==> config.mk <==
export PLATFORM = sky130hd
export DESIGN_NAME = bbn_ram
export DESIGN_NICKNAME = d
export VERILOG_FILES = /design/src/design/bounding_box_normalize_points_core_defines.svh /design/src/design/bbn_ram.sv
export SDC_FILE = /design/constraint.sdc
export NUM_CORES = 2
export LEC_CHECK = 0
export CORE_MARGIN = 2
export CORE_UTILIZATION = 40
export DETAILED_ROUTE_END_ITERATION = 10
export DONT_BUFFER_PORTS = 1
export PLACE_DENSITY = 0.66
export SLEW_MARGIN = 10
export SYNTH_ARGS = -nofsm -noshare
export SYNTH_HDL_FRONTEND = slang
export SYNTH_SLANG_ARGS = --single-unit
==> constraint.sdc <==
create_clock -name clk -period 8.2 [get_ports clk]
set_clock_uncertainty 0.2 [all_clocks]
set_input_delay 0.41 -clock clk [delete_from_list [all_inputs] [get_ports clk]]
set_output_delay 0.41 -clock clk [all_outputs]
set_load 0.02 [all_outputs]
==> src/design/bounding_box_normalize_points_core_defines.svh <==
// ----------------------------------------------------------------------------
// Bounding box normalize points - assertion macros
// Shared concurrent assertion forms, clocked on the rising edge and
// disabled while reset is asserted.
// ----------------------------------------------------------------------------
`ifndef BOUNDING_BOX_NORMALIZE_POINTS_CORE_DEFINES_SVH
`define BOUNDING_BOX_NORMALIZE_POINTS_CORE_DEFINES_SVH

// same-cycle implication
`define BBN_ASSERT_SAME(label, clk, rst_n, ante, cons, msg) \
	label: assert property (@(posedge clk) disable iff (!rst_n) (ante) |-> (cons)) \
		else $error(msg);

// next-cycle implication
`define BBN_ASSERT_NEXT(label, clk, rst_n, ante, cons, msg) \
	label: assert property (@(posedge clk) disable iff (!rst_n) (ante) |=> (cons)) \
		else $error(msg);

`endif

==> src/design/bbn_ram.sv <==
// ----------------------------------------------------------------------------
// Bounding box normalize points - generic RAM
// One write port, one read port, read data registered.
// ----------------------------------------------------------------------------
module bbn_ram #(
	parameter int WIDTH = 32,
	parameter int DEPTH = 64
) (
	input  logic                     clk,
	input  logic                     wr_en,
	input  logic [$clog2(DEPTH)-1:0] wr_addr,
	input  logic [WIDTH-1:0]         wr_data,
	input  logic [$clog2(DEPTH)-1:0] rd_addr,
	output logic [WIDTH-1:0]         rd_data
);

	logic [WIDTH-1:0] mem_q [DEPTH];

	// write port
	always_ff @(posedge clk) begin
		if (wr_en) begin
			mem_q[wr_addr] <= wr_data;
		end
	end

	// registered read
	always_ff @(posedge clk) begin
		rd_data <= mem_q[rd_addr];
	end

endmodule

# Word level (Yosys, flattened, before mapping)
# Memory sizes are Yosys's and may differ from the RTL's. A register that Yosys moved wholly into a read port is not among the register bits.
# Cells that the tools add are included.
[totals]
ram_bits = 2048
n_memories = 1
output_inout_bits = 32
input_bits = 46
word_cells = 3
regBits = 0
[memory_table]
columns = ["name", "words", "word_bits", "read_ports", "rd_ports_with_merged_regs", "write_ports", "line_no", "rtl"]
rows = [
  ["mem_q", 64, 32, 1, 1, 1, "bbn_ram.sv:17", "logic [WIDTH-1:0] mem_q [DEPTH];"],
]
[classes]
n_mux = 2
[ops]
columns = ["operator", "n"]
rows = [
  ["$mux 1", 2],
]

# Logic depth before layout (Yosys ltp)
[depth]
ltp_word = 2
depth_mapped = 10

# Worst setup path after synthesis
# OpenSTA, ideal clock, no wires.
[synth_timing]
kind = "input to register"
start = "in wr_addr[3]"
end = "mem mem_q[48][0] (enable)"
arrival_time_ns = 3.109
setup_slack_ns = 4.430
required_time_ns = 7.539
n_path_buf = 1
stages = 4
path_cell_list = "clkbuf_1 -> nor2b_1 -> nand4b_1 -> nor3_1"
[synth_rtl]
columns = ["element", "line_no", "rtl"]
rows = [
  ["from (decl)", "bbn_ram.sv:11", "input logic [$clog2(DEPTH)-1:0] wr_addr,"],
  ["to (decl)", "bbn_ram.sv:17", ""],
]
# Straight into the memory's write port.

==> impl_metrics.yaml <==
sta:
  fin_ws_ps: 3980
  worst_pin_slew_ps: 1790
  relSlewSlack: -0.191
  rsz0062_at_grt: "no"
  slew_viol_final: 146
  min_period_ps: 4220
  hold_viol_final: 0
  fmax_mhz: 237
  period_share: 0.514
  setup_tns_ps: 0
  finalSetupViolations: 0
critical_path:
  r2r_start: "mem_q[11][1]$_DFFE_PP_"
  crit_required_ps: 8670
  path_max_fanout: 143
  critPathCaptureType: "flop"
  worst_ep_arrival_time_ps: 4690
  path_class: "in -> reg"
  startpoint_type: "primary input"
  crit_start: "rd_addr[0]"
final_layout:
  multi_input_area_mm2: 0.0160
  fill_cells: 15900
  final_cells: 6310
  mostFrequentLayoutCell: "edfxtp_1"
  area_growth_pct: 14.6
  regArea_mm2: 0.0621
  layout.nets: 3555
  drive_gt1_frac: 0.275
  final_cell_mix: "2048 x edfxtp_1, 544 x mux4_2, 201 x clkbuf_16"
clock_tree:
  clkSinkCount: 2080
  cts-root-buf: "clkbuf_16"
  clock_latency_ps: 850
  cts_tree: "done"
  clockBufferDepth: 3
  h-tree-depth: 4
  tritoncts.num_buffers: 200
  clkSlewWorstSetupHoldPaths_ps: 60
power:
  irDropWorstVdd_v: 0.000174
  powerDensity_mw_per_mm2: 242
  p_leak_nw: 27.6
placement:
  dp_hpwl_um: 94300
  io_buffers: 0
  place.gp.congestion: 0.778
  dpl.cell_count: 5839
  post-place-ws_ps: 4940
logic_synthesis:
  yosysWarnings: 0
  syn_avg_cell_area_um2: 23.6
  seq_area_frac_synth: 0.791
  ys_ff_latch: 2080
  syn_area_mm2: 0.0785
  syn-num-nets: 3370
  syn_inst: 3324
  synth_cell_types: 34
die:
  ios: 78
  placementRows: 162
  start_util: 0.403
  die_h_um: 447
  die_w_um: 447
  die_area_mm2: 0.200
  core-area_mm2: 0.195
detailed_routing:
  drt-pass1-iter-count: 5
  routed_wirelength_um: 195000
  drt_iter0_drc: 4550
  ant_nets: 0
  drc: 0
  dr_total_vias: 36700
  vias_per_cell: 5.81
  wl_per_cell_um: 30.9
hold_path:
  worst_hold_path_type: "in -> reg"
  hold_start: "rd_addr[2]"
global_routing:
  grt_pass1_wl_um: 277000
  grtUsageTotal: 0.196
  antenna_found_initial: 8
  grt_max_degree: 514
  grt_overflow: 0
  grt_pass1_vias: 36900
status:
  status: "finished with violations"
  violations: "slew limit"
run:
  max_cap_viol_count: 0
synthesized netlist by cell type:
library cell / instances / area share
nor3_1: 7 / 0.00045
o22ai_1: 84 / 0.0067
or3b_1: 2 / 0.00022
nand2_1: 26 / 0.0012
nor2_1: 137 / 0.0065
and2_1: 2 / 0.00016
or2_2: 1 / 0.000080
buf_1: 21 / 0.0010
a311oi_1: 8 / 0.00089
or2_0: 1 / 0.000080
mux2i_1: 93 / 0.012
a22oi_1: 12 / 0.0011
and3_1: 4 / 0.00032
a31oi_1: 1 / 0.000080
nand2b_1: 8 / 0.00064
or3_1: 3 / 0.00024
nand3_1: 5 / 0.00032
nand3b_1: 5 / 0.00048
clkbuf_1: 74 / 0.0035
buf_4: 25 / 0.0024
buf_6: 5 / 0.00072
or3b_2: 3 / 0.00033
edfxtp_1: 2048 / 0.78
o221ai_1: 27 / 0.0030
dfxtp_1: 32 / 0.0082
nand4_1: 2 / 0.00016
buf_2: 57 / 0.0036
or2_1: 1 / 0.000080
o32ai_1: 4 / 0.00045
mux4_2: 544 / 0.16
a41o_1: 4 / 0.00051
nor2b_1: 15 / 0.0012
nand4b_1: 1 / 0.00011
a21oi_1: 62 / 0.0040
worst max-delay path, stage by stage:
cell,delay (ps)
buf_16,520
buf_16,750
buf_16,540
mux4_2,620
mux4_2,510
o22ai_1,510
nor2_1,190
cell type report:
| type | instances | share of cell area |
|---|---|---|
| diodes | 5 | 0.000139 |
| clock inverters | 106 | 0.0110 |
| clock buffers | 268 | 0.0603 |
| well taps | 2624 | 0.0365 |
| multi-input cells | 1062 | 0.177 |
| repair buffers | 165 | 0.0242 |
| flip-flops and latches | 2080 | 0.690 |
flip-flops by register name, summed over array words and instances (netlist names):
name,flops
mem_q,2048
rd_data,32
power breakdown:
group          total, mW  internal, mW  switching, mW
clock network       8.99          5.03           3.96
logic              0.954         0.419          0.535
registers           11.9          11.8         0.0846
layer usage:
metal,track usage,share of wire,up-vias
met5,0,0.000067,-
met4,0.0624,0.030,2
met3,0.0370,0.086,291
met2,0.314,0.48,1781
met1,0.273,0.40,19900
li1,-,-,14600
cell families (layout without fill, tap and decap cells):
kind of cell	after synthesis	in the layout	share of synthesized area
AO/OA/AOI/OAI	202	202	0.0167
multiplexers	637	637	0.168
other	0	5	0
buffers and inverters	182	539	0.0113
AND/OR/NAND/NOR	223	223	0.0127
flip-flops	2080	2080	0.791
worst paths after layout:
check	end	slack (ps)	cells past startpoint
hold reg to reg	rd_data[8]$_DFF_P_	560	4
hold / removal	rd_data[8]$_DFF_P_	20	5
setup / recovery	rd_data[0]$_DFF_P_	3980	7
setup reg to reg	rd_data[1]$_DFF_P_	5530	4
repair_timing:
item	CTS	global route
gates resized for setup	0	0
buffers inserted	0	0
hold buffers	86	1
endpoints found under the hold margin	2185	1
per-stage QoR:
stage                     power, mW   util  instance area [um^2]  hold slack, ps
after floorplan                12.6      -                 78500             309
after global placement         12.7  0.420                 81900             312
after detailed placement       12.7  0.420                 81900             312
after CTS                      21.9  0.461                 89800            1.61
after global routing           22.4  0.462                 90000            25.0
final                          21.8  0.462                 90000            21.2
Power figures use the tool's default switching activity.
