File: config.mk
export PLATFORM = sky130hd
export DESIGN_NAME = bbn_div
export DESIGN_NICKNAME = d
export VERILOG_FILES = /design/src/design/bounding_box_normalize_points_core_defines.svh /design/src/design/bbn_pkg.sv /design/src/design/bbn_div.sv
export SDC_FILE = /design/constraint.sdc
export NUM_CORES = 1
export LEC_CHECK = 0
export BUFFER_PORTS_ARGS = -buffer_cell sky130_fd_sc_hd__buf_2
export CAP_MARGIN = 20
export CORE_MARGIN = 1.5
export CORE_UTILIZATION = 59
export DETAILED_ROUTE_END_ITERATION = 16
export GPL_ROUTABILITY_DRIVEN = 0
export HOLD_SLACK_MARGIN = 0.12
export PLACE_DENSITY = 0.82
export SETUP_SLACK_MARGIN = 0.15
export SKIP_CTS_REPAIR_TIMING = 1
export SLEW_MARGIN = 20
export SYNTH_ARGS = -nofsm -noshare
export SYNTH_HDL_FRONTEND = slang
export SYNTH_SLANG_ARGS = --single-unit
File: constraint.sdc
create_clock -name clk -period 3.57 [get_ports clk]
set_input_delay 0.8925 -clock clk [delete_from_list [all_inputs] [get_ports clk]]
set_output_delay 0.8925 -clock clk [all_outputs]
set_load 0.005 [all_outputs]
File: src/design/bounding_box_normalize_points_core_defines.svh
// ----------------------------------------------------------------------------
// Bounding box normalize points - assertion macros
// Shared concurrent assertion forms, clocked on the rising edge and
// disabled while reset is asserted.
// ----------------------------------------------------------------------------
`ifndef BOUNDING_BOX_NORMALIZE_POINTS_CORE_DEFINES_SVH
`define BOUNDING_BOX_NORMALIZE_POINTS_CORE_DEFINES_SVH

// same-cycle implication
`define BBN_ASSERT_SAME(label, clk, rst_n, ante, cons, msg) \
	label: assert property (@(posedge clk) disable iff (!rst_n) (ante) |-> (cons)) \
		else $error(msg);

// next-cycle implication
`define BBN_ASSERT_NEXT(label, clk, rst_n, ante, cons, msg) \
	label: assert property (@(posedge clk) disable iff (!rst_n) (ante) |=> (cons)) \
		else $error(msg);

`endif

File: src/design/bbn_pkg.sv
// ----------------------------------------------------------------------------
// Bounding box normalize points - package
// Sizes, widths and the controller state type shared by the top level and the divider.
// ----------------------------------------------------------------------------
package bbn_pkg;

	// point store capacity
	localparam int MAX_POINTS = 64;
	localparam int ADDR_W     = $clog2(MAX_POINTS);
	localparam int CNT_W      = $clog2(MAX_POINTS + 1);

	// data widths
	localparam int COORD_W    = 32;
	localparam int POINT_W    = 3 * COORD_W;
	localparam int NORM_W     = 17;
	localparam int QUO_W      = NORM_W - 1;
	localparam int NUM_W      = COORD_W + 2;
	localparam int DEN_W      = COORD_W + 1;
	localparam int STEP_CNT_W = $clog2(QUO_W);

	// bound reset values
	localparam logic signed [COORD_W-1:0] COORD_MAX = {1'b0, {(COORD_W-1){1'b1}}};
	localparam logic signed [COORD_W-1:0] COORD_MIN = {1'b1, {(COORD_W-1){1'b0}}};

	// controller states
	typedef enum logic [2:0] {
		ST_LOAD,
		ST_READ,
		ST_PREP,
		ST_START,
		ST_DIV,
		ST_OUT
	} state_t;

endpackage

File: src/design/bbn_div.sv
// ----------------------------------------------------------------------------
// Bounding box normalize points - axis divider
// Radix-2 restoring divider: |num| * 2^15 / den, one quotient bit a cycle,
// sign applied on the output. Caller guarantees |num| <= den.
// ----------------------------------------------------------------------------
module bbn_div
	import bbn_pkg::*;
(
	input  logic                     clk,
	input  logic                     arst_n,
	input  logic                     start,
	input  logic signed [NUM_W-1:0]  num,
	input  logic [DEN_W-1:0]         den,
	output logic                     busy,
	output logic signed [NORM_W-1:0] quot
);

	logic [DEN_W-1:0]      rem_q;
	logic [DEN_W-1:0]      den_q;
	logic [QUO_W-1:0]      quo_q;
	logic [STEP_CNT_W-1:0] cnt_q;
	logic                  busy_q;
	logic                  neg_q;
	logic                  lsb_q;
	logic [NUM_W-1:0]      mag;
	logic                  shift_in;
	logic [NUM_W-1:0]      trial;
	logic [NUM_W:0]        diff;
	logic                  ge;
	logic [NORM_W-1:0]     quo_ext;

	// magnitude of the numerator
	assign mag = num[NUM_W-1] ? NUM_W'(-num) : NUM_W'(num);

	// one restoring step; the numerator's low bit enters on the first step
	assign shift_in = (cnt_q == STEP_CNT_W'(QUO_W - 1)) ? lsb_q : 1'b0;
	assign trial    = {rem_q, shift_in};
	assign diff     = {1'b0, trial} - {2'b00, den_q};
	assign ge       = ~diff[NUM_W];

	// control
	always_ff @(posedge clk or negedge arst_n) begin
		if (!arst_n) begin
			busy_q <= 1'b0;
			cnt_q  <= '0;
		end else if (start) begin
			busy_q <= 1'b1;
			cnt_q  <= STEP_CNT_W'(QUO_W - 1);
		end else if (busy_q) begin
			if (cnt_q == '0) begin
				busy_q <= 1'b0;
			end else begin
				cnt_q <= cnt_q - 1'b1;
			end
		end
	end

	// datapath
	always_ff @(posedge clk) begin
		if (start) begin
			rem_q <= mag[NUM_W-1:1];
			lsb_q <= mag[0];
			neg_q <= num[NUM_W-1];
			den_q <= den;
			quo_q <= '0;
		end else if (busy_q) begin
			rem_q <= ge ? diff[DEN_W-1:0] : trial[DEN_W-1:0];
			quo_q <= {quo_q[QUO_W-2:0], ge};
		end
	end

	// signed result, truncated toward zero
	assign quo_ext = {1'b0, quo_q};
	assign quot    = neg_q ? $signed(NORM_W'(-quo_ext)) : $signed(quo_ext);
	assign busy    = busy_q;

endmodule
== Yosys cells after proc, flatten, opt, wreduce, memory -nomap -nowiden ==
Index checks and enable logic that the tools add are counted.

* Register bits: 89
* Input port bits: 70
* Word-level logic and storage cells: 29

* Add/sub/neg operators: 4
* Equal/unequal tests: 2
* Muxes and demuxes: 12
* Bitwise logic cells: 1
* Reductions and logical operators: 3

{| class="wikitable"
|+ Operators by type and width
! kind !! number
|-
| 33-bit 2-to-1 mux || 3
|-
| 34-bit by 33-bit subtractor with 35-bit output || 1
|-
| 34-bit 2-to-1 mux || 1
|-
| 34-bit negator || 1
|-
| 17-bit 2-to-1 mux || 1
|-
| 16-bit negator with 17-bit output || 1
|-
| 4-bit 2-to-1 mux || 3
|-
| 4-bit == test, second input constant || 1
|-
| 4-bit logical NOT || 1
|-
| 1-bit 2-to-1 mux || 4
|-
| 4-bit by 1-bit subtractor with 4-bit output, second input constant || 1
|-
| 2-bit inequality test, second input constant || 1
|-
| 2-bit AND reduction || 1
|-
| 2-bit nonzero test || 1
|-
| 1-bit inverter || 1
|}

== Depth between registers and ports, before layout ==
Gate-level depths: netlist of the first run.

* Depth after elaboration: 6
* Mapped depth: 16
* Mapped depth without buffers: 14

== Worst setup path before layout of the first run ==
OpenSTA, ideal clock, no wires.

* Path type: reg-to-reg
* Start: register cnt_q[0]
* End: register rem_q[18], data pin
* Data arrival time: 2.804 ns
* Data required time: 3.300 ns
* Setup slack: 0.496 ns
* Cell stages (with the launch flop): 16
* Path buffers: 1
* Period minus slack after synthesis: 3.074 ns
* Cell sequence: dfrtp_1 ha_1 nand4_1 ha_1 inv_1 fa_1 a21oi_1 o22ai_1 o221ai_1 o211a_1 nor2_4 a41oi_4 buf_4 nor2_1 a211oi_1 a21oi_1

* Cells in the longest elaborated chain, start to end: 6

{| class="wikitable"
|+ RTL lines
! item !! RTL line !! source
|-
| from (decl) || bbn_div.sv:21 || <nowiki>logic [STEP_CNT_W-1:0] cnt_q;</nowiki>
|-
| from (signal assigned) || bbn_div.sv:48 || <nowiki>cnt_q <= STEP_CNT_W'(QUO_W - 1);</nowiki>
|-
| from (signal assigned) || bbn_div.sv:53 || <nowiki>cnt_q <= cnt_q - 1'b1;</nowiki>
|-
| 4-bit == test || bbn_div.sv:36 || <nowiki>assign shift_in = (cnt_q == STEP_CNT_W'(QUO_W - 1)) ? lsb_q : 1'b0;</nowiki>
|-
| 1-bit 2-to-1 mux || bbn_div.sv:36 ||
|-
| 34-bit by 33-bit subtractor with 35-bit output || bbn_div.sv:38 || <nowiki>assign diff = {1'b0, trial} - {2'b00, den_q};</nowiki>
|-
| 33-bit 2-to-1 mux || bbn_div.sv:67 || <nowiki>rem_q <= ge ? diff[DEN_W-1:0] : trial[DEN_W-1:0];</nowiki>
|-
| 33-bit 2-to-1 mux || bbn_div.sv:66 || <nowiki>end else if (busy_q) begin</nowiki>
|-
| 33-bit 2-to-1 mux || bbn_div.sv:60 || <nowiki>if (start) begin</nowiki>
|-
| to (signal assigned) || bbn_div.sv:61 || <nowiki>rem_q <= mag[NUM_W-1:1];</nowiki>
|-
| to (signal assigned) || bbn_div.sv:67 ||
|-
| to (decl) || bbn_div.sv:18 || <nowiki>logic [DEN_W-1:0] rem_q;</nowiki>
|}

Every way passes these cells. The select of a mux whose other input is x is not followed.
A chain may end at the register's enable or synchronous reset.

== Worst setup path after layout of the first run ==
* Start: register quo_q[2]
* End: output quot[12]

* Cells in the longest elaborated chain, start to end: 2

{| class="wikitable"
|+ RTL lines
! item !! RTL line !! source
|-
| from (decl) || bbn_div.sv:20 || <nowiki>logic [QUO_W-1:0] quo_q;</nowiki>
|-
| from (signal assigned) || bbn_div.sv:68 || <nowiki>quo_q <= {quo_q[QUO_W-2:0], ge};</nowiki>
|-
| 16-bit negator with 17-bit output || bbn_div.sv:74 || <nowiki>assign quot = neg_q ? $signed(NORM_W'(-quo_ext)) : $signed(quo_ext);</nowiki>
|-
| 17-bit 2-to-1 mux || bbn_div.sv:74 ||
|-
| to (decl) || bbn_div.sv:15 || <nowiki>output logic signed [NORM_W-1:0] quot</nowiki>
|}

Every way passes these cells.

==> summary.txt, run 1 <==
Clocking
  • Inserted Clock Buffers: 9
  • Clk_lat worst skew: 380 ps
  • Clk slew on worst S/H paths: 90 ps
  • TritonCTS Sinks: 89
  • CTS tree: yes
  • CTS Buffer Depth: 2
  • CTS root buf: clkbuf_8
  • H-tree depth: 3

Finish
  • # fillers: 823
  • Cell area after layout: 0.00725 mm^2
  • Nets: 876
  • N_diodes: 0
  • Commonest non-fill, non-tap cell in the layout: buf_2
  • Share of layout cells above drive strength 1: 0.181
  • Area grow syn2layout: 13.3%
  • Most frequent cells in the layout: buf_2 (86), edfxtp_1 (68), nand2_1 (58), inv_1 (49), nor2_1 (47)

STA
  • Worst slew pin tran: 868 ps
  • Crit path time final: 3330 ps
  • RSZ-0062 raised after global routing: false
  • Final period util: 0.933
  • # setup viols final: 0
  • FMAX: 300 MHz
  • Hold_ws: 301 ps
  • Slew headroom: 0.421
  • Final hold violations: 0
  • Slew Limit Fails: 0
  • Setup clock skew after layout: 13.0 ps
  • Setup tns final: 0 ps

Power
  • Power per cell area: 745 mW/mm^2
  • Comb power frac: 0.577
  • Leakage: 3.18 nW
  • Sw Share: 0.428
  • Clock Power Share: 0.128
  • Post-layout power: 5.40 mW
  • Internal power: 3.09 mW
  • Peak supply drop: 315 uV
  • NetSw: 2.31 mW
  • Reg power frac: 0.295

Setup path
  • Critical Path Fanout Max: 6
  • CP Capture Type: primary output
  • Worst Path Buf+Inv: 1
  • Crit path max-delay cell type: or3b_4
  • Worst Setup Path Type: flop to primary output
  • Top delay family on crit path: simple AND/OR/NAND/NOR gates
  • CP required: 2680 ps
  • Setup crit start kind: flop
  • CP Cell Sequence: or3_1, or3b_4, or3_4, o31ai_4, xnor2_1, buf_2
  • CP max stage delay: 420 ps
  • Critical Path AT: 2440 ps

Route
  • Final wirelength: 15,800 um
  • Final ANT Viol Nets: 0
  • DRT iter0 DRCs: 364
  • DRT Pass-1 Iters: 5
  • Drt wl/cell: 17.4 um
  • Via-to-Cell Ratio: 6.14
  • DRC viols: 0
  • Vias: 5,577

Logic synthesis
  • YS warnings: 0
  • Synthesized instance count: 685
  • Syn_nets: 793
  • Syn Area/Cell: 9.35 um^2
  • Asr flop ratio synth: 0.0562
  • Leading register cell type out of synthesis: edfxtp_1
  • Yosys cell types: 69
  • Synthesized flop and latch total: 89
  • Post-synth design cell area: 0.00640 mm^2
  • Post-synthesis sequential area ratio: 0.388
  • Post-synth EDFFs: 68

Outcome
  • Status: complete, no violations

Floorplan
  • Die footprint: 0.0115 mm^2
  • Core area: 0.0104 mm^2
  • Rows: 37
  • Die width: 107 um
  • Starting Density: 0.615
  • I/O pin cnt: 88
  • Die Ht: 107 um

Global routing
  • First-pass GRT wire length: 25,200 um
  • Vias in the first global route: 5,285
  • GRT Util Overall: 0.280
  • Global route total overflow: 0
  • Largest net degree at the start of global routing: 45
  • Initial antenna violation count: 0

Job
  • Max Cap Violations: 0

Placement
  • Post-DP HPWL: 11,400 um
  • I/O Buffers: 87
  • Area post-placement: 0.00698 mm^2

Min path
  • Hold Crit Class: input pin to async pin
## power by group through the flow
stage          logic (mW)  registers (mW)  clock network, mW
5_1_grt              3.41            1.61              0.730
6_report             3.12            1.59              0.692
3_3_place_gp         2.84            1.59                  0
4_1_cts              2.95            1.58              0.701
2_1_floorplan        2.27            1.54                  0
3_5_place_dp         2.93            1.60                  0
## metal layers
metal  global-route usage  wire (um)  up-vias
met3               0.0644       1250       23
met1                0.372       6800     2630
met4               0.0914        231        0
met5                    0          0        -
met2                0.451       7510      245
li1                     -          -     2679
## metrics by stage
| stage | std cells | util | setup WS [ps] |
|---|---|---|---|
| 4_1_cts | 907 | 0.688 | -10.6 |
| 6_report | 909 | 0.696 | 239 |
| 3_3_place_gp | 891 | 0.670 | 262 |
| 2_1_floorplan | 685 | - | 496 |
| 3_5_place_dp | 891 | 0.670 | 94.4 |
| 5_1_grt | 909 | 0.696 | 161 |
## worst register-to-register path: cells and delay by family (launching register included)
kind	cells	cell delay, ps
flip-flops	1	400
adder cells (fa/ha/maj)	3	800
AND/OR/NAND/NOR	3	240
buffers and inverters	2	270
AO/OA/AOI/OAI	7	1290
## kinds of logic after synthesis
group	after synthesis	share of synthesized area
AND/OR/NAND/NOR	194	0.151
flip-flops	89	0.388
buffers and inverters	76	0.0500
XOR/XNOR	69	0.0944
AO/OA/AOI/OAI	195	0.204
multiplexers	24	0.0375
adder cells (fa/ha/maj)	38	0.0754
## layout make-up
type                    instances  area (um^2)  area share
clock buffers                  13          170      0.0235
inverters                      49          184      0.0254
clock inverters                 3         22.5     0.00311
repair buffers                 99          557      0.0768
well taps                     136          170      0.0235
flip-flops and latches         89         2490       0.343
multi-input cells             520         3660       0.505
## path summary, 6_finish.rpt
check | start | end | slack [ps] | depth (start not counted)
setup reg to reg | cnt_q[0] | rem_q[11] | 320 | 15
hold reg to reg | quo_q[7] | quo_q[7] | 580 | 2
hold / removal | arst_n | cnt_q[2] | 300 | 1
max in group asynchronous | arst_n | cnt_q[0] | 3130 | 1
min in group clk | quo_q[7] | quo_q[7] | 580 | 2
setup / recovery | quo_q[2] | quot[12] | 240 | 6
## registers in the layout (all words and copies together) (netlist names)
name / cells
neg_q: 1
lsb_q: 1
den_q: 33
quo_q: 16
busy: 1
rem_q: 33
cnt_q: 4
## Yosys cell counts, drive strengths merged, types with 8 or more instances
cell type   n  area [um^2]
buf        11         76.3
nor3       13         76.3
xor2       26          228
ha         37          463
nand3      11         55.1
xnor2      43          377
and3       11         73.8
inv        49          184
nor2       48          188
o21ai      56          284
dfxtp      16          320
a21oi      44          220
mux2i      24          240
o31ai      14          110
nor4        9         56.3
a21o       13         97.6
a211oi     16          120
clkbuf     16         60.1
nand2      59          224
or3         8         50.1
edfxtp     68         2040
Power figures use the tool's default switching activity.
==> run 2: changes to the inputs <==
CTS_BUF_LIST = sky130_fd_sc_hd__clkbuf_16   (was default)
==> summary.txt, run 2 (synthesized netlist as in run 1, its figures left out) <==
Outcome
  • Status: complete, no violations

STA
  • Setup tns final: 0 ps
  • Slew Limit Fails: 0
  • Setup clock skew after layout: 8.52 ps
  • Final hold violations: 0
  • # setup viols final: 0
  • RSZ-0062 raised after global routing: true
  • Final period util: 0.923
  • Crit path time final: 3290 ps
  • FMAX: 304 MHz
  • Slew headroom: 0.423
  • Hold_ws: 338 ps
  • Worst slew pin tran: 866 ps

Setup path
  • Worst R2R Start: cnt_q[0]
  • R2R depth: 15
  • Worst setup path start: cnt_q[0]
  • CP max stage delay: 430 ps
  • R2R Setup Slk: 280 ps
  • Top delay family on crit path: compound AO/OA/AOI/OAI gates
  • Most frequent CP cell: ha_1
  • Crit path depth: 15
  • CP Capture Type: flop
  • Worst Setup Path Type: flop to flop
  • End of the worst register-to-register path: rem_q[11]
  • Setup crit start kind: flop
  • Critical Path Fanout Max: 24
  • Worst Path Buf+Inv: 2
  • Critical Path AT: 3390 ps
  • CP required: 3660 ps
  • Crit path max-delay cell type: fa_1
  • CP Cell Sequence: ha_1, nand4_1, ha_1, inv_1, fa_1, a21oi_2, o22ai_2, o221ai_2, o211a_1, nor2_4, a41oi_4, buf_12, nor2_1, a211oi_1, a21oi_1

Floorplan
  • Die width: 107 um
  • Die Ht: 107 um
  • Core area: 0.0104 mm^2
  • Starting Density: 0.615
  • Rows: 37
  • Die footprint: 0.0115 mm^2
  • I/O pin cnt: 88

Route
  • DRT Pass-1 Iters: 5
  • Vias: 5,546
  • DRT iter0 DRCs: 362
  • Final wirelength: 15,800 um
  • Drt wl/cell: 17.4 um
  • Via-to-Cell Ratio: 6.10
  • DRC viols: 0
  • Final ANT Viol Nets: 0

Global routing
  • GRT Util Overall: 0.283
  • First-pass GRT wire length: 25,500 um
  • Initial antenna violation count: 0
  • Vias in the first global route: 5,333
  • Largest net degree at the start of global routing: 45
  • Global route total overflow: 0

Finish
  • # fillers: 810
  • Commonest non-fill, non-tap cell in the layout: buf_2
  • Most frequent cells in the layout: buf_2 (86), edfxtp_1 (68), nand2_1 (58), inv_1 (51), nor2_1 (47)
  • Share of layout cells above drive strength 1: 0.179
  • Top flop regs: den_q (33), rem_q (33), quo_q (16)
  • N_diodes: 0
  • Area grow syn2layout: 14.6%
  • Nets: 876

Power
  • Leakage: 3.23 nW
  • Comb power frac: 0.555
  • NetSw: 2.33 mW
  • Sw Share: 0.415
  • Power per cell area: 765 mW/mm^2
  • Reg power frac: 0.284
  • Clock Power Share: 0.161
  • Peak supply drop: 357 uV
  • Internal power: 3.28 mW

Clocking
  • Inserted Clock Buffers: 9
  • Clk_lat worst skew: 350 ps
  • CTS root buf: clkbuf_16
  • CTS tree: yes
  • Clk slew on worst S/H paths: 70 ps
  • TritonCTS Sinks: 89
  • CTS Buffer Depth: 2
  • H-tree depth: 3

Job
  • Max Cap Violations: 0

Min path
  • Hold Crit Class: input pin to async pin

Placement
  • I/O Buffers: 87
  • Post-DP HPWL: 11,400 um
==> run 2: cell count changes in the layout (fill, tap and decap cells not counted), sizes merged <==
cell	change
clkbuf	-3
inv	+2
clkinv	+1
==> run 2: power groups by stage <==
stage	registers [mW]	clock network, mW	logic (mW)
2_1_floorplan	1.54	0	2.27
6_report	1.60	0.905	3.11
5_1_grt	1.62	0.948	3.41
4_1_cts	1.59	0.921	2.95
3_5_place_dp	1.60	0	2.93
3_3_place_gp	1.59	0	2.84
==> run 2: worst max path at each step <==
stage	end	slack, ps
3_3_place_gp	rem_q[25]	260
6_report	rem_q[11]	280
2_1_floorplan	rem_q[18]	500
4_1_cts	quot[12]	40
3_5_place_dp	rem_q[27]	90
5_1_grt	rem_q[3]	130
==> run 2: routing by layer <==
layer | GRT usage | wire, um
met1 | 0.371 | 6730
met2 | 0.454 | 7550
met3 | 0.0729 | 1290
met4 | 0.0962 | 220
met5 | 0 | 0
==> run 2: final cells by class <==
cell class | instances | area [um^2] | share of cell area
Timing Repair Buffer | 99 | 557 | 0.0759
Tap cell | 136 | 170 | 0.0232
Sequential cell | 89 | 2490 | 0.339
Inverter | 49 | 184 | 0.0251
Multi-Input combinational cell | 520 | 3650 | 0.498
Clock inverter | 6 | 33.8 | 0.00460
Clock buffer | 10 | 250 | 0.0341
==> run 2: through the flow <==
step,power (mW),cell area [um^2],setup slack (ps),utilization,instances
after floorplan,3.81,6400,496,-,685
after global placement,4.43,6980,262,0.670,891
after detailed placement,4.53,6980,94.4,0.670,891
after CTS,5.46,7260,37.9,0.697,907
after global routing,5.97,7340,129,0.705,909
final,5.61,7340,276,0.705,909
